<file path="src/rtl/lra_pkg.sv">
// ============================================================================
// lra_pkg - shared types and constants of the LED ring angle renderer
// Word layouts, map entry type, cell and controller codes, angle helpers.
// ============================================================================
package lra_pkg;

    // One full turn in hundredths of a degree.
    localparam logic [16:0] FULL_TURN = 17'd36000;

    // Action codes of an input word.
    localparam logic [1:0] ACT_SEGMENT = 2'd0;
    localparam logic [1:0] ACT_DOT     = 2'd1;
    localparam logic [1:0] ACT_LINE    = 2'd2;
    localparam logic [1:0] ACT_NONE    = 2'd3;

    // Divider step counts for the two kinds of division.
    localparam logic [4:0] DIV_STEPS_SEG   = 5'd16;
    localparam logic [4:0] DIV_STEPS_SHARE = 5'd8;

    typedef logic [15:0] t_angle;

    typedef struct packed {
        logic [1:0] action;
        logic [4:0] first_pixel;
        t_angle     first_angle;
        logic [4:0] second_pixel;
        t_angle     second_angle;
        logic [7:0] red;
        logic [7:0] green;
        logic [7:0] blue;
        logic       final_segment;
    } t_in_word;

    typedef struct packed {
        logic [4:0] pixel_index;
        logic [7:0] out_red;
        logic [7:0] out_green;
        logic [7:0] out_blue;
        logic       last_write;
    } t_out_word;

    typedef struct packed {
        t_angle     angle;
        logic [4:0] pixel;
    } t_entry;

    typedef enum logic [1:0] {
        CELL_HOLD,
        CELL_ROTATE,
        CELL_SORT_EVEN,
        CELL_SORT_ODD
    } t_cell_op;

    typedef struct packed {
        t_cell_op op;
    } t_cell_ctl;

    typedef enum logic [3:0] {
        ST_IDLE,
        ST_REDUCE,
        ST_SEG_DIV,
        ST_SEG_PRE,
        ST_SEG_WR,
        ST_SEG_POST,
        ST_SORT,
        ST_SCAN,
        ST_GAPS,
        ST_MUL,
        ST_DSTART,
        ST_DIV,
        ST_PUSH,
        ST_HITS,
        ST_FLUSH
    } t_state;

    // Forward distance from one angle to another around the ring.
    function automatic t_angle angle_gap(input t_angle from_a, input t_angle to_a);
        logic [16:0] s;
        if (to_a < from_a) begin
            s = {1'b0, to_a} + FULL_TURN - {1'b0, from_a};
        end else begin
            s = {1'b0, to_a} - {1'b0, from_a};
        end
        return s[15:0];
    endfunction

    // Fold a 16-bit angle into one turn.
    function automatic t_angle reduce_angle(input t_angle a);
        logic [16:0] s;
        s = {1'b0, a};
        if (s >= FULL_TURN) begin
            s = s - FULL_TURN;
        end
        return s[15:0];
    endfunction

endpackage

</file>
<file path="src/rtl/lra_cell.sv">
// ============================================================================
// lra_cell - one map cell of the ring
// Holds one angle/pixel entry; rotates toward the head or does one
// compare-exchange step of the odd-even transposition sort with a neighbor.
// ============================================================================
module lra_cell #(
    parameter int IDX = 0,
    parameter int NUM = 24
) (
    input  logic               i_clk,
    input  lra_pkg::t_cell_ctl i_ctl,
    input  lra_pkg::t_entry    i_left,
    input  lra_pkg::t_entry    i_right,
    output lra_pkg::t_entry    o_entry
);

    localparam bit IS_ODD    = (IDX % 2) == 1;
    localparam bit HAS_LEFT  = IDX > 0;
    localparam bit HAS_RIGHT = IDX < NUM - 1;

    lra_pkg::t_entry r_entry;
    lra_pkg::t_entry n_entry;
    logic            w_right_pair;

    // In an even phase the pairs start at even cells, in an odd phase at odd ones.
    assign w_right_pair = (IS_ODD == (i_ctl.op == lra_pkg::CELL_SORT_ODD));

    always_comb begin
        n_entry = r_entry;
        unique case (i_ctl.op)
            lra_pkg::CELL_HOLD: begin
                n_entry = r_entry;
            end
            lra_pkg::CELL_ROTATE: begin
                n_entry = i_right;
            end
            lra_pkg::CELL_SORT_EVEN, lra_pkg::CELL_SORT_ODD: begin
                // Swap only on a strict inversion so equal angles keep their order.
                if (w_right_pair) begin
                    if (HAS_RIGHT && (r_entry.angle > i_right.angle)) begin
                        n_entry = i_right;
                    end
                end else begin
                    if (HAS_LEFT && (i_left.angle > r_entry.angle)) begin
                        n_entry = i_left;
                    end
                end
            end
        endcase
    end

    always_ff @(posedge i_clk) begin
        r_entry <= n_entry;
    end

    assign o_entry = r_entry;

endmodule

</file>
<file path="src/rtl/lra_div.sv">
// ============================================================================
// lra_div - iterative restoring divider
// One quotient bit per cycle for a preset number of steps, 16-bit divisor.
// ============================================================================
module lra_div (
    input  logic        i_clk,
    input  logic        i_rst_n,
    input  logic        i_start,
    input  logic [4:0]  i_steps,
    input  logic [15:0] i_rem_init,
    input  logic [15:0] i_bits,
    input  logic [15:0] i_den,
    output logic        o_done,
    output logic [15:0] o_quot,
    output logic [15:0] o_rem
);

    logic        r_busy;
    logic        r_done;
    logic [4:0]  r_cnt;
    logic [15:0] r_rem;
    logic [15:0] r_rq;
    logic [15:0] r_den;
    logic [16:0] w_trial;
    logic        w_ge;

    assign w_trial = {r_rem, r_rq[15]};
    assign w_ge    = w_trial >= {1'b0, r_den};

    always_ff @(posedge i_clk) begin
        if (!i_rst_n) begin
            r_busy <= 1'b0;
            r_done <= 1'b0;
            r_cnt  <= '0;
        end else begin
            r_done <= 1'b0;
            if (i_start) begin
                r_busy <= 1'b1;
                r_cnt  <= i_steps;
            end else if (r_busy) begin
                r_cnt <= r_cnt - 5'd1;
                if (r_cnt == 5'd1) begin
                    r_busy <= 1'b0;
                    r_done <= 1'b1;
                end
            end
        end
    end

    always_ff @(posedge i_clk) begin
        if (i_start) begin
            r_rem <= i_rem_init;
            r_rq  <= i_bits;
            r_den <= i_den;
        end else if (r_busy) begin
            r_rem <= w_ge ? 16'(w_trial - {1'b0, r_den}) : w_trial[15:0];
            r_rq  <= {r_rq[14:0], w_ge};
        end
    end

    assign o_done = r_done;
    assign o_quot = r_rq;
    assign o_rem  = r_rem;

endmodule

</file>
<file path="src/rtl/led_ring_angle_renderer.sv">
// ============================================================================
// led_ring_angle_renderer - angle map and dot/line renderer for an LED ring
// Keeps a pixel-to-angle map in a rotating row of cells and turns dot and
// line commands into colored pixel writes.
// ============================================================================
//
//  channel | direction | handshake                  | word
//  --------+-----------+----------------------------+-------------------------
//  in      | input     | i_in_valid / o_in_ready    | i_in_word  (t_in_word)
//  out     | output    | o_out_valid / i_out_ready  | o_out_word (t_out_word)
//
//  One word is handled at a time; o_in_ready is high only while the controller
//  idles. The last result of a word may still wait in the output register.
//  A segment word runs a 16-step divide, then rotations of the cell ring, plus
//  NUM_PIXELS sort phases on a final segment. A dot makes a full scan of the
//  ring, then six 8-step divisions on the shared divider. A line adds a second
//  ring scan, one map entry per cycle unless a stalled result holds the ring.
//  Reset is synchronous and clears only control state; the map is undefined
//  until segment words fill it. A stall on the output freezes the ring.
//
module led_ring_angle_renderer #(
    parameter int NUM_PIXELS = 24
) (
    input  logic               i_clk,
    input  logic               i_rst_n,
    input  logic               i_in_valid,
    output logic               o_in_ready,
    input  lra_pkg::t_in_word  i_in_word,
    output logic               o_out_valid,
    input  logic               i_out_ready,
    output lra_pkg::t_out_word o_out_word
);

    localparam int SW  = $clog2(NUM_PIXELS);
    localparam int CW  = (SW > 5) ? SW : 5;
    localparam int SPW = $clog2(NUM_PIXELS + 1);
    localparam logic [SW-1:0] POS_LAST = SW'(NUM_PIXELS - 1);
    localparam logic [CW:0]   N_WIDE   = (CW + 1)'(NUM_PIXELS);

    // Controller state.
    lra_pkg::t_state r_state;
    lra_pkg::t_state n_state;

    // Latched word.
    logic [1:0]      r_act;
    logic [4:0]      r_p1;
    logic [4:0]      r_p2;
    lra_pkg::t_angle r_a1;
    lra_pkg::t_angle r_a2;
    logic [7:0]      r_col [0:2];
    logic            r_fin;

    // Ring position: the entry index now sitting in the head cell.
    logic [SW-1:0]   r_pos;
    logic [SW-1:0]   r_k;
    logic [SW-1:0]   r_phase;

    // Segment interpolation: running quotient and remainder of k*delta/span.
    logic [SPW-1:0]  r_span;
    lra_pkg::t_angle r_dq;
    logic [SPW-1:0]  r_dr;
    lra_pkg::t_angle r_q;
    logic [SPW-1:0]  r_rem;

    // Bracket trackers, one for each of the two angles.
    logic            r_found [0:1];
    lra_pkg::t_entry r_lo [0:1];
    lra_pkg::t_entry r_hi [0:1];
    lra_pkg::t_entry r_e0;
    lra_pkg::t_entry r_elast;
    lra_pkg::t_entry r_prev;

    // The two proportional end results.
    lra_pkg::t_angle r_num [0:1];
    lra_pkg::t_angle r_den [0:1];
    logic [4:0]      r_epix [0:1];
    logic            r_e;
    logic [1:0]      r_c;
    logic [23:0]     r_prod;
    logic [7:0]      r_res [0:2];

    // One result is held back so that the last one can be flagged.
    logic               r_pend_v;
    lra_pkg::t_out_word r_pend;
    logic               r_ovalid;
    lra_pkg::t_out_word r_out;

    // Cell ring.
    lra_pkg::t_entry   w_cell [0:NUM_PIXELS-1];
    lra_pkg::t_entry   w_tail_in;
    lra_pkg::t_entry   w_head;
    lra_pkg::t_cell_ctl w_cell_ctl;

    // Divider.
    logic        w_div_start;
    logic [4:0]  w_div_steps;
    logic [15:0] w_div_rem_init;
    logic [15:0] w_div_bits;
    logic [15:0] w_div_den;
    logic        w_div_done;
    logic [15:0] w_div_quot;
    logic [15:0] w_div_rem;

    // Misc combinational values.
    logic               w_slot_free;
    logic               w_push_ok;
    logic               w_pos_last;
    logic               w_at_p1;
    logic               w_reduced;
    logic [CW:0]        w_span_calc;
    logic               w_write_en;
    logic [16:0]        w_wr_sum;
    lra_pkg::t_angle    w_wr_angle;
    logic               w_hit;
    logic               w_rotate;
    logic               w_push;
    logic               w_flush;
    lra_pkg::t_out_word w_new;
    lra_pkg::t_angle    w_num_clamp;
    lra_pkg::t_entry    w_blo [0:1];
    lra_pkg::t_entry    w_bhi [0:1];
    lra_pkg::t_angle    w_gap0;
    lra_pkg::t_angle    w_d_raw;
    lra_pkg::t_angle    w_d_sat;
    logic [SPW:0]       w_rem_sum;

    genvar gi;
    generate
        for (gi = 0; gi < NUM_PIXELS; gi++) begin : g_cell
            lra_pkg::t_entry w_left;
            lra_pkg::t_entry w_right;
            if (gi == 0) begin : g_first
                assign w_left = w_cell[NUM_PIXELS-1];
            end else begin : g_mid_l
                assign w_left = w_cell[gi-1];
            end
            if (gi == NUM_PIXELS - 1) begin : g_last
                assign w_right = w_tail_in;
            end else begin : g_mid_r
                assign w_right = w_cell[gi+1];
            end
            lra_cell #(
                .IDX(gi),
                .NUM(NUM_PIXELS)
            ) u_cell (
                .i_clk  (i_clk),
                .i_ctl  (w_cell_ctl),
                .i_left (w_left),
                .i_right(w_right),
                .o_entry(w_cell[gi])
            );
        end
    endgenerate

    lra_div u_div (
        .i_clk     (i_clk),
        .i_rst_n   (i_rst_n),
        .i_start   (w_div_start),
        .i_steps   (w_div_steps),
        .i_rem_init(w_div_rem_init),
        .i_bits    (w_div_bits),
        .i_den     (w_div_den),
        .o_done    (w_div_done),
        .o_quot    (w_div_quot),
        .o_rem     (w_div_rem)
    );

    assign w_head      = w_cell[0];
    assign w_slot_free = !r_ovalid || i_out_ready;
    assign w_push_ok   = !r_pend_v || w_slot_free;
    assign w_pos_last  = (r_pos == POS_LAST);
    assign w_at_p1     = (CW'(r_pos) == CW'(r_p1));
    assign w_reduced   = ((CW + 1)'(r_p1) < N_WIDE) && ((CW + 1)'(r_p2) < N_WIDE);

    // Number of pixels a segment covers; equal end points mean the whole ring.
    always_comb begin
        if (r_p2 > r_p1) begin
            w_span_calc = (CW + 1)'(r_p2) - (CW + 1)'(r_p1);
        end else begin
            w_span_calc = (CW + 1)'(r_p2) + N_WIDE - (CW + 1)'(r_p1);
        end
    end

    // Interpolated angle for the entry passing the tail during a segment fill.
    assign w_wr_sum   = {1'b0, r_a1} + {1'b0, r_q};
    assign w_wr_angle = (w_wr_sum >= lra_pkg::FULL_TURN) ?
                        16'(w_wr_sum - lra_pkg::FULL_TURN) : w_wr_sum[15:0];
    assign w_write_en = (r_state == lra_pkg::ST_SEG_WR) && (SPW'(r_k) < r_span);

    always_comb begin
        if (w_write_en) begin
            w_tail_in.angle = w_wr_angle;
            w_tail_in.pixel = 5'(r_pos);
        end else begin
            w_tail_in = w_head;
        end
    end

    assign w_rem_sum = (SPW + 1)'(r_rem) + (SPW + 1)'(r_dr);

    // Line range test on the head entry; a range that is not increasing wraps
    // through zero.
    always_comb begin
        if (r_a2 > r_a1) begin
            w_hit = (w_head.angle >= r_a1) && (w_head.angle <= r_a2);
        end else begin
            w_hit = (w_head.angle >= r_a1) || (w_head.angle <= r_a2);
        end
    end

    // Resolve the brackets. An angle below the first entry, at or above the
    // last entry, or with no larger entry found takes the wrap pair.
    always_comb begin
        for (int k = 0; k < 2; k++) begin
            lra_pkg::t_angle a;
            logic            wrap;
            a    = (k == 0) ? r_a1 : r_a2;
            wrap = (r_e0.angle > a) || (a >= r_elast.angle) || !r_found[k];
            w_blo[k] = wrap ? r_elast : r_lo[k];
            w_bhi[k] = wrap ? r_e0 : r_hi[k];
        end
    end

    assign w_gap0  = lra_pkg::angle_gap(w_blo[0].angle, w_bhi[0].angle);
    assign w_d_raw = lra_pkg::angle_gap(w_blo[0].angle, r_a1);
    assign w_d_sat = (w_d_raw > w_gap0) ? w_gap0 : w_d_raw;

    assign w_num_clamp = (r_num[r_e] > r_den[r_e]) ? r_den[r_e] : r_num[r_e];

    // Next state.
    always_comb begin
        n_state = r_state;
        unique case (r_state)
            lra_pkg::ST_IDLE: begin
                if (i_in_valid) begin
                    n_state = lra_pkg::ST_REDUCE;
                end
            end
            lra_pkg::ST_REDUCE: begin
                if (w_reduced) begin
                    unique case (r_act)
                        lra_pkg::ACT_SEGMENT: n_state = lra_pkg::ST_SEG_DIV;
                        lra_pkg::ACT_DOT:     n_state = lra_pkg::ST_SCAN;
                        lra_pkg::ACT_LINE:    n_state = lra_pkg::ST_SCAN;
                        default:              n_state = lra_pkg::ST_IDLE;
                    endcase
                end
            end
            lra_pkg::ST_SEG_DIV: begin
                if (w_div_done) begin
                    n_state = lra_pkg::ST_SEG_PRE;
                end
            end
            lra_pkg::ST_SEG_PRE: begin
                if (w_at_p1) begin
                    n_state = lra_pkg::ST_SEG_WR;
                end
            end
            lra_pkg::ST_SEG_WR: begin
                if (r_k == POS_LAST) begin
                    n_state = lra_pkg::ST_SEG_POST;
                end
            end
            lra_pkg::ST_SEG_POST: begin
                if (r_pos == '0) begin
                    n_state = r_fin ? lra_pkg::ST_SORT : lra_pkg::ST_IDLE;
                end
            end
            lra_pkg::ST_SORT: begin
                if (r_phase == POS_LAST) begin
                    n_state = lra_pkg::ST_IDLE;
                end
            end
            lra_pkg::ST_SCAN: begin
                if (w_pos_last) begin
                    n_state = lra_pkg::ST_GAPS;
                end
            end
            lra_pkg::ST_GAPS: begin
                n_state = lra_pkg::ST_MUL;
            end
            lra_pkg::ST_MUL: begin
                n_state = lra_pkg::ST_DSTART;
            end
            lra_pkg::ST_DSTART: begin
                n_state = lra_pkg::ST_DIV;
            end
            lra_pkg::ST_DIV: begin
                if (w_div_done) begin
                    n_state = (r_c == 2'd2) ? lra_pkg::ST_PUSH : lra_pkg::ST_MUL;
                end
            end
            lra_pkg::ST_PUSH: begin
                if (w_push_ok) begin
                    if (!r_e) begin
                        n_state = lra_pkg::ST_MUL;
                    end else if (r_act == lra_pkg::ACT_LINE) begin
                        n_state = lra_pkg::ST_HITS;
                    end else begin
                        n_state = lra_pkg::ST_FLUSH;
                    end
                end
            end
            lra_pkg::ST_HITS: begin
                if ((!w_hit || w_push_ok) && w_pos_last) begin
                    n_state = lra_pkg::ST_FLUSH;
                end
            end
            lra_pkg::ST_FLUSH: begin
                if (w_slot_free) begin
                    n_state = lra_pkg::ST_IDLE;
                end
            end
        endcase
    end

    // Controller outputs.
    always_comb begin
        w_cell_ctl.op  = lra_pkg::CELL_HOLD;
        w_div_start    = 1'b0;
        w_push         = 1'b0;
        w_flush        = 1'b0;
        w_new          = '0;
        w_div_steps    = lra_pkg::DIV_STEPS_SHARE;
        w_div_rem_init = r_prod[23:8];
        w_div_bits     = {r_prod[7:0], 8'h00};
        w_div_den      = r_den[r_e];
        unique case (r_state)
            lra_pkg::ST_REDUCE: begin
                // Segment step size: delta / span, quotient and remainder.
                w_div_start    = w_reduced && (r_act == lra_pkg::ACT_SEGMENT);
                w_div_steps    = lra_pkg::DIV_STEPS_SEG;
                w_div_rem_init = '0;
                w_div_bits     = lra_pkg::angle_gap(r_a1, r_a2);
                w_div_den      = 16'(w_span_calc);
            end
            lra_pkg::ST_SEG_PRE: begin
                if (!w_at_p1) begin
                    w_cell_ctl.op = lra_pkg::CELL_ROTATE;
                end
            end
            lra_pkg::ST_SEG_WR: begin
                w_cell_ctl.op = lra_pkg::CELL_ROTATE;
            end
            lra_pkg::ST_SEG_POST: begin
                if (r_pos != '0) begin
                    w_cell_ctl.op = lra_pkg::CELL_ROTATE;
                end
            end
            lra_pkg::ST_SORT: begin
                w_cell_ctl.op = r_phase[0] ? lra_pkg::CELL_SORT_ODD : lra_pkg::CELL_SORT_EVEN;
            end
            lra_pkg::ST_SCAN: begin
                w_cell_ctl.op = lra_pkg::CELL_ROTATE;
            end
            lra_pkg::ST_DSTART: begin
                w_div_start = 1'b1;
            end
            lra_pkg::ST_PUSH: begin
                w_push            = w_push_ok;
                w_new.pixel_index = r_epix[r_e];
                w_new.out_red     = r_res[0];
                w_new.out_green   = r_res[1];
                w_new.out_blue    = r_res[2];
            end
            lra_pkg::ST_HITS: begin
                if (!w_hit || w_push_ok) begin
                    w_cell_ctl.op = lra_pkg::CELL_ROTATE;
                end
                w_push            = w_hit && w_push_ok;
                w_new.pixel_index = w_head.pixel;
                w_new.out_red     = r_col[0];
                w_new.out_green   = r_col[1];
                w_new.out_blue    = r_col[2];
            end
            lra_pkg::ST_FLUSH: begin
                w_flush = w_slot_free;
            end
            default: begin
                w_cell_ctl.op = lra_pkg::CELL_HOLD;
            end
        endcase
    end

    assign w_rotate = (w_cell_ctl.op == lra_pkg::CELL_ROTATE);

    // Control registers.
    always_ff @(posedge i_clk) begin
        if (!i_rst_n) begin
            r_state  <= lra_pkg::ST_IDLE;
            r_pos    <= '0;
            r_pend_v <= 1'b0;
            r_ovalid <= 1'b0;
        end else begin
            r_state <= n_state;
            if (w_rotate) begin
                r_pos <= w_pos_last ? '0 : r_pos + 1'b1;
            end
            if (w_flush) begin
                r_ovalid <= 1'b1;
                r_pend_v <= 1'b0;
            end else if (w_push) begin
                r_pend_v <= 1'b1;
                if (r_pend_v) begin
                    r_ovalid <= 1'b1;
                end else if (i_out_ready) begin
                    r_ovalid <= 1'b0;
                end
            end else if (i_out_ready) begin
                r_ovalid <= 1'b0;
            end
        end
    end

    // Datapath registers.
    always_ff @(posedge i_clk) begin
        if (w_flush) begin
            r_out            <= r_pend;
            r_out.last_write <= 1'b1;
        end else if (w_push) begin
            r_pend <= w_new;
            if (r_pend_v) begin
                r_out <= r_pend;
            end
        end

        unique case (r_state)
            lra_pkg::ST_IDLE: begin
                if (i_in_valid) begin
                    r_act      <= i_in_word.action;
                    r_p1       <= i_in_word.first_pixel;
                    r_p2       <= i_in_word.second_pixel;
                    r_a1       <= lra_pkg::reduce_angle(i_in_word.first_angle);
                    r_a2       <= lra_pkg::reduce_angle(i_in_word.second_angle);
                    r_col[0]   <= i_in_word.red;
                    r_col[1]   <= i_in_word.green;
                    r_col[2]   <= i_in_word.blue;
                    r_fin      <= i_in_word.final_segment;
                    r_found[0] <= 1'b0;
                    r_found[1] <= 1'b0;
                end
            end
            lra_pkg::ST_REDUCE: begin
                // Control point pixels fold into the ring one subtraction a cycle.
                if ((CW + 1)'(r_p1) >= N_WIDE) begin
                    r_p1 <= 5'((CW + 1)'(r_p1) - N_WIDE);
                end
                if ((CW + 1)'(r_p2) >= N_WIDE) begin
                    r_p2 <= 5'((CW + 1)'(r_p2) - N_WIDE);
                end
                r_span <= SPW'(w_span_calc);
            end
            lra_pkg::ST_SEG_DIV: begin
                r_dq  <= w_div_quot;
                r_dr  <= SPW'(w_div_rem);
                r_q   <= '0;
                r_rem <= '0;
                r_k   <= '0;
            end
            lra_pkg::ST_SEG_WR: begin
                r_k <= r_k + 1'b1;
                if (w_rem_sum >= (SPW + 1)'(r_span)) begin
                    r_rem <= SPW'(w_rem_sum - (SPW + 1)'(r_span));
                    r_q   <= r_q + r_dq + 16'd1;
                end else begin
                    r_rem <= SPW'(w_rem_sum);
                    r_q   <= r_q + r_dq;
                end
            end
            lra_pkg::ST_SEG_POST: begin
                r_phase <= '0;
            end
            lra_pkg::ST_SORT: begin
                r_phase <= r_phase + 1'b1;
            end
            lra_pkg::ST_SCAN: begin
                r_prev <= w_head;
                if (r_pos == '0) begin
                    r_e0 <= w_head;
                end
                if (w_pos_last) begin
                    r_elast <= w_head;
                end
                for (int k = 0; k < 2; k++) begin
                    if ((r_pos != '0) && !r_found[k] &&
                        (w_head.angle > ((k == 0) ? r_a1 : r_a2))) begin
                        r_found[k] <= 1'b1;
                        r_lo[k]    <= r_prev;
                        r_hi[k]    <= w_head;
                    end
                end
            end
            lra_pkg::ST_GAPS: begin
                r_e <= 1'b0;
                r_c <= 2'd0;
                if (r_act == lra_pkg::ACT_DOT) begin
                    r_num[0]  <= w_gap0 - w_d_sat;
                    r_den[0]  <= w_gap0;
                    r_epix[0] <= w_blo[0].pixel;
                    r_num[1]  <= w_d_sat;
                    r_den[1]  <= w_gap0;
                    r_epix[1] <= w_bhi[0].pixel;
                end else begin
                    r_num[0]  <= lra_pkg::angle_gap(r_a1, w_bhi[0].angle);
                    r_den[0]  <= w_gap0;
                    r_epix[0] <= w_blo[0].pixel;
                    r_num[1]  <= lra_pkg::angle_gap(w_blo[1].angle, r_a2);
                    r_den[1]  <= lra_pkg::angle_gap(w_blo[1].angle, w_bhi[1].angle);
                    r_epix[1] <= w_bhi[1].pixel;
                end
            end
            lra_pkg::ST_MUL: begin
                r_prod <= 24'(r_col[r_c]) * 24'(w_num_clamp);
            end
            lra_pkg::ST_DIV: begin
                if (w_div_done) begin
                    // A zero gap gives a dark share.
                    r_res[r_c] <= (r_den[r_e] == '0) ? 8'd0 : w_div_quot[7:0];
                    if (r_c != 2'd2) begin
                        r_c <= r_c + 2'd1;
                    end
                end
            end
            lra_pkg::ST_PUSH: begin
                if (w_push_ok) begin
                    r_e <= 1'b1;
                    r_c <= 2'd0;
                end
            end
            default: begin
                r_prev <= r_prev;
            end
        endcase
    end

    assign o_in_ready  = (r_state == lra_pkg::ST_IDLE);
    assign o_out_valid = r_ovalid;
    assign o_out_word  = r_out;

endmodule

</file>
<file path="config.mk">
export PLATFORM = sky130hd
export DESIGN_NAME = led_ring_angle_renderer
export DESIGN_NICKNAME = d
export VERILOG_FILES = /design/src/rtl/lra_pkg.sv /design/src/rtl/lra_cell.sv /design/src/rtl/lra_div.sv /design/src/rtl/led_ring_angle_renderer.sv
export SDC_FILE = /design/constraint.sdc
export NUM_CORES = 2
export LEC_CHECK = 0
export BUFFER_PORTS_ARGS = -buffer_cell sky130_fd_sc_hd__buf_2
export CAP_MARGIN = 10
export CORE_ASPECT_RATIO = 1.4
export CORE_MARGIN = 5
export CORE_UTILIZATION = 30
export DETAILED_ROUTE_END_ITERATION = 10
export PLACE_DENSITY = 0.54
export SLEW_MARGIN = 20
export SYNTH_ARGS = -nofsm -noshare
export SYNTH_HDL_FRONTEND = slang
export SYNTH_HIERARCHICAL = 1
export SYNTH_SLANG_ARGS = --single-unit
</file>
<file path="constraint.sdc">
create_clock -name i_clk -period 25.9 [get_ports i_clk]
set_input_delay 5.18 -clock i_clk [delete_from_list [all_inputs] [get_ports i_clk]]
set_output_delay 5.18 -clock i_clk [all_outputs]
set_load 0.005 [all_outputs]
</file>
# ---- Word level (Yosys, flattened, before mapping)
# Memories as Yosys holds them, arrays and structs flattened. A register that Yosys moved wholly into a read port is not among the register bits.
# Index checks and enable logic that the tools add are counted.
dict set report totals {
  mem_bits_rw 208
  ff_bits 821
  input_bits 73
  mem_count 8
}
dict set report op_classes {
  n_mux 217
  add_sub_neg 36
  mul 1
  n_reduce_logical 77
  n_eq_ne 67
  order_cmp 51
  n_bitwise 12
}
# memory words width read_ports rd_ports_with_merged_regs write_ports line
set memory_table {}
lappend memory_table {r_hi 2 21 2 0 2 led_ring_angle_renderer.sv:68} ;# lra_pkg::t_entry r_hi [0:1];
lappend memory_table {r_lo 2 21 2 0 2 led_ring_angle_renderer.sv:67} ;# lra_pkg::t_entry r_lo [0:1];
lappend memory_table {r_den 2 16 1 1 2 led_ring_angle_renderer.sv:75} ;# lra_pkg::t_angle r_den [0:1];
lappend memory_table {r_num 2 16 1 1 2 led_ring_angle_renderer.sv:74} ;# lra_pkg::t_angle r_num [0:1];
lappend memory_table {r_col 3 8 4 1 3 led_ring_angle_renderer.sv:50} ;# logic [7:0] r_col [0:2];
lappend memory_table {r_res 3 8 3 0 1 led_ring_angle_renderer.sv:80} ;# logic [7:0] r_res [0:2];
lappend memory_table {{+2 memories} - - - - - -}
# operator count
set ops {}
lappend ops {{two-way mux 21 bit} 75}
lappend ops {{one-hot mux 21 bit (2 select lines)} 24}
lappend ops {{> comparator 16 bit} 30}
lappend ops {{two-way mux 16 bit} 29}
lappend ops {{subtractor 16 bit} 14}
lappend ops {{< comparator 16 bit} 6}
lappend ops {{two-way mux 30 bit} 3}
lappend ops {{AND reduction 3 bit} 26}
lappend ops {{adder 16 bit (second input constant)} 4}
lappend ops {{one-hot mux 4 bit (15 select lines)} 1}
lappend ops {{one-hot mux 29 bit (2 select lines)} 1}
lappend ops {{two-way mux 5 bit} 11}
lappend ops {{one-hot mux 5 bit (2 select lines)} 5}
lappend ops {{>= comparator 16 bit} 3}
lappend ops {{two-way mux 4 bit} 12}
lappend ops {{subtractor 16 bit (second input constant)} 3}
lappend ops {{two-way mux 1 bit} 38}
lappend ops {{!= test 3 x 1 -> 1 bit (second input constant)} 12}
lappend ops {{>= comparator 16 bit (second input constant)} 2}
lappend ops {{one-hot mux 16 bit (2 select lines)} 1}
lappend ops {{equality test 4 bit (second input constant)} 7}
lappend ops {{!= test 2 bit (second input constant)} 14}
lappend ops {{multiplier 8 x 16 -> 24 bit} 1}
lappend ops {{!= test 3 bit (second input constant)} 6}
lappend ops {{other kinds (55)} 133}

# ---- Depth between registers and ports, before layout
dict set report depth {
  depth_word 11
  ltp_mapped 48
  mapped_depth_nobuf 42
}

# ---- Modules after synthesis
# The synthesis kept the hierarchy.
# module cells_per_inst instances seq_area_each_um2 area_each_um2
set modules_own_cells {}
lappend modules_own_cells {led_ring_angle_renderer 3805 1 13903.3 37885.1}
lappend modules_own_cells {{lra_cell at g_cell[20].u_cell ...} 163 6 630.6 1715.4}
lappend modules_own_cells {{lra_cell at g_cell[11].u_cell ...} 180 6 630.6 1694.1}
lappend modules_own_cells {{lra_cell at g_cell[10].u_cell ...} 159 5 630.6 1719.1}
lappend modules_own_cells {{lra_cell at g_cell[21].u_cell ...} 179 5 630.6 1681.6}
lappend modules_own_cells {lra_div 303 1 1581.5 3314.4}
lappend modules_own_cells {{lra_cell at g_cell[23].u_cell} 107 1 630.6 1336.3}
lappend modules_own_cells {{lra_cell at g_cell[0].u_cell} 83 1 630.6 1078.5}

# ---- Worst setup path before layout
# No wires, ideal clock.
dict set report synth_path {
  kind {register to register}
  start {reg r_a1[15]}
  end {mem r_num[0][12] (netlist name) (data pin)}
  setup_time_ns 0.135
  synth_period_minus_slack_ns 9.989
  stages_incl_launch_ff 48
  path_slack_ns 15.911
  arrival_ns 9.854
  n_path_buf 8
  path_cell_list {edfxtp_1 inv_1 ha_1 and3_1 nand4_1 a211oi_1 nor3_1 o21ai_2 buf_6 clkbuf_1 clkbuf_1 clkbuf_1 mux2i_1 ha_1 inv_1 fa_1 o21ai_0 o2111a_1 [... 12 more ...] maj3_2 o211ai_2 nand3_1 nand2_1 buf_4 clkbuf_1 nor2_1 a21oi_1 ha_1 inv_1 fa_1 a2111o_1 and3_4 o221a_1 a41oi_1 o21ai_1 o32a_1 nand3_1}
}
# element line
set synth_lines {}
lappend synth_lines {{start, declared} led_ring_angle_renderer.sv:48} ;# lra_pkg::t_angle r_a1;
lappend synth_lines {{start signal, assigned} led_ring_angle_renderer.sv:433} ;# r_a1 <= lra_pkg::reduce_angle(i_in_word.first_angle);
lappend synth_lines {{end, declared} led_ring_angle_renderer.sv:74}

==> results by group <==
Placement
  – RePlAce Congestion: 0.932
  – Cells after DPL: 11,600
  – Port Buf Inserts: 104
  – Dpl ws: 13.76 ns
  – Post-DP HPWL: 214,000 um

Timing
  – Fin Setup TNS: 0 ns
  – Fin crit period: 12.24 ns
  – Unrepaired setup endpoints after global routing: false
  – Final hold vios: 0
  – Hold slack: 0.420 ns
  – Max Clock Freq: 0.0817 GHz
  – Relative slew slack: 23.2%
  – Max-slew violation count: 0
  – Final worst slack: 13.66 ns
  – Final setup vio count: 0
  – Period utilisation layout: 47.3%
  – Clock Skews: 0.0587 ns
  – Worst Tran Pin Value: 1.14 ns

Detailed routing
  – Starting DRC count in detailed routing: 4,055
  – Routed len/inst: 22.3 um
  – DR pass1 iterations: 6
  – Vias: 61,600
  – Vias per cell: 5.22
  – Post-Route WL: 264,000 um
  – Post-DRT Antenna Nets: 0
  – DRC Markers: 0

Clock network
  – CTS tree: built
  – Clock tree sinks: 1,027
  – Clock insertion delay at the later pin of the skew report: 0.75 ns
  – Htree depth: 3
  – Resized cells post-CTS: 0
  – Number of setup buffers added after CTS: 0
  – Post-CTS Hold Buffers: 0
  – Num CTS Buffers: 104
  – Max Root-Sink Buffers: 3
  – Root Buffer: clkbuf_16
  – Clk slew on worst S/H paths: 0.06 ns

Worst setup path
  – WS Path Type: register to register
  – Critical Path Start Type: register
  – Crit path max fanout: 29
  – WP data arrival: 12.83 ns
  – CP peak stage delay: 0.84 ns
  – CP required: 26.49 ns
  – CP most frequent cell: ha_1
  – Launching point of the worst reg2reg path: r_a1[15]
  – Reg2reg end: r_num[0][12]
  – R2R depth: 41
  – Reg2Reg Setup Slack: 13.66 ns
  – Worst setup EP type: register
  – Slowest CP cell: or2_0

Job
  – Max Cap Viol: 0

Final layout
  – Fill cell count: 27,200
  – Synthesis-to-layout area growth: 10.9%
  – Post-route insts no fill: 11,800
  – Nets: 9,588
  – Most frequent cells in the layout: ha_1, inv_1, edfxtp_1, nand2_1, a21oi_1
  – Commonest non-fill, non-tap cell in the layout: ha_1
  – Share of cells above drive strength 1: 10.2%
  – Post-layout util: 33.4%

Hold path
  – Min-Delay Path Class: register to register
  – HP Start: r_prev[3]
  – WHS Path Cells: 0
  – Worst hold endpoint: r_lo[0][3]

Die
  – Standard-cell rows: 225
  – IO Count: 105
  – Core ar.: 269,000 um^2
  – Die area: 281,000 um^2
  – Die Y-Extent: 625 um
  – DIE WIDTH: 449 um
  – Initial Utilization: 30.2%

Power and ir drop
  – Logic pwr share: 54.7%
  – PD cells: 109 nW/um^2
  – Maximum vdd ir drop: 0.100 mV
  – NetSw: 0.00445 W
  – Sw Ratio: 45.5%
  – Int Pwr: 0.00534 W
  – Seq pwr share: 29.3%
  – Clock share of power: 16.0%
  – P_leak: 37.9 nW

Synthesis
  – Syn Std Cell Area: 81,100 um^2
  – Synth top area share: 37.2%
  – Post-synth top area cell: edfxtp_1
  – Seq cells post-synth: 1,027
  – Syn_area_per_cell: 10.1 um^2
  – EDFF count, synth: 1,005
  – Seq/Total Area, Yosys: 37.8%
  – Top FF cell, synth: edfxtp_1
  – Ys async rst share: 0%
  – Netlist cell types: 125
  – Yosys warns: 6
  – Post-Synthesis Cells: 8,046
  – Area contributors post-synth: edfxtp_1, ha_1, inv_1, mux2_2, a21oi_1

Global route
  – Initial antenna violation count: 13
  – Pin count of the biggest net entering global routing: 61
  – Vias in the first global route: 62,900
  – First-pass GRT wire length: 389,000 um
  – GRT Overall Usage: 18.0%
  – Total grt overflow: 0

Outcome
  – Status: finished, final reports clean
cells by family (layout without fill, tap and decap cells):
kind of cell | Yosys count | in the layout | synth area share [%]
flip-flops | 1027 | 1027 | 37.8
multiplexers | 470 | 470 | 6.42
adder cells (fa/ha/maj) | 1311 | 1311 | 21.3
AO/OA/AOI/OAI | 1718 | 1718 | 13.5
other | 1 | 6 | 0.00463
XOR/XNOR | 258 | 258 | 2.80
buffers and inverters | 1328 | 1577 | 6.27
AND/OR/NAND/NOR | 1933 | 1933 | 11.9
worst max path at each step:
stage | from | depth (start not counted) | to | slack, ns
finish | r_a1[15] | 41 | r_num[0][12] | 13.66
global route | r_a1[15] | 39 | r_num[0][13] | 13.07
CTS | r_a1[15] | 41 | r_num[0][12] | 13.69
detailed placement | r_a1[15] | 41 | r_num[0][12] | 13.76
global placement | r_a1[15] | 41 | r_num[0][12] | 13.79
floorplan | r_a1[15] | 47 | r_num[0][12] | 15.91
sequential cells by signal, indices dropped and copies added, names as in the netlist, 29 cells and up, named ones only:
| signal | cells |
|---|---|
| o_out_word | 30 |
| r_hi | 42 |
| r_den | 32 |
| r_num | 32 |
| r_pend | 29 |
| r_lo | 37 |
| g_cell.u_cell/o_entry | 504 |
Yosys cell counts (19+ instances only):
master / n
xor2_1: 86
mux2_2: 247
a22o_1: 30
o21a_1: 57
nor4_1: 44
inv_1: 1148
a21oi_1: 550
o31ai_1: 19
and2_1: 60
nand4_1: 150
or3_1: 19
dfxtp_1: 22
and3_1: 36
xnor2_1: 171
a211oi_1: 51
mux2i_1: 81
o21ai_1: 45
o21ai_0: 419
buf_1: 23
a31oi_1: 45
nand2_1: 671
mux2_1: 137
edfxtp_1: 1005
nand3_1: 158
ha_1: 1182
nor3_1: 83
a211o_1: 22
fa_1: 122
clkbuf_1: 113
o21bai_1: 30
a21boi_0: 45
o211ai_1: 65
nand4_2: 23
nor2_1: 386
nor2b_1: 134
a21o_1: 131
nand2b_1: 60
layout make-up:
class | count | area [um^2] | share of cell area (%)
Sequential cell | 1027 | 30600 | 34.1
Timing Repair Buffer | 224 | 1430 | 1.59
Antenna cell | 3 | 7.51 | 0.00835
Tap cell | 3518 | 4400 | 4.90
Inverter | 1161 | 4360 | 4.85
Multi-Input combinational cell | 5693 | 45600 | 50.8
Clock inverter | 81 | 792 | 0.881
Clock buffer | 111 | 2650 | 2.95
power groups by stage:
stage	logic (W)	clock network (W)	registers (W)
global route	0.00595	0.00167	0.00291
detailed placement	0.00530	0	0.00291
floorplan	0.00381	0	0.00265
global placement	0.00517	0	0.00291
CTS	0.00534	0.00162	0.00288
finish	0.00536	0.00157	0.00287
per-stage QoR:
stage	power, W	area (um^2)
floorplan	0.00646	81100
global placement	0.00808	86400
detailed placement	0.00822	86400
CTS	0.00983	89800
global route	0.0105	89900
finish	0.00980	89900
critical path, delay by kind of cell, from the launching register on:
family                   cells  cell delay [ns]
multiplexers                 1             0.24
adder cells (fa/ha/maj)      7             2.61
flip-flops                   1             0.65
AO/OA/AOI/OAI               17             4.97
AND/OR/NAND/NOR             12             2.37
buffers and inverters        4             1.17
layer usage:
metal | global-route usage (%) | wire length (um)
met1 | 20.1 | 102000
met2 | 34.0 | 137000
met3 | 1.92 | 10300
met4 | 8.74 | 14500
met5 | 0 | 29
Power figures use the tool's default switching activity.
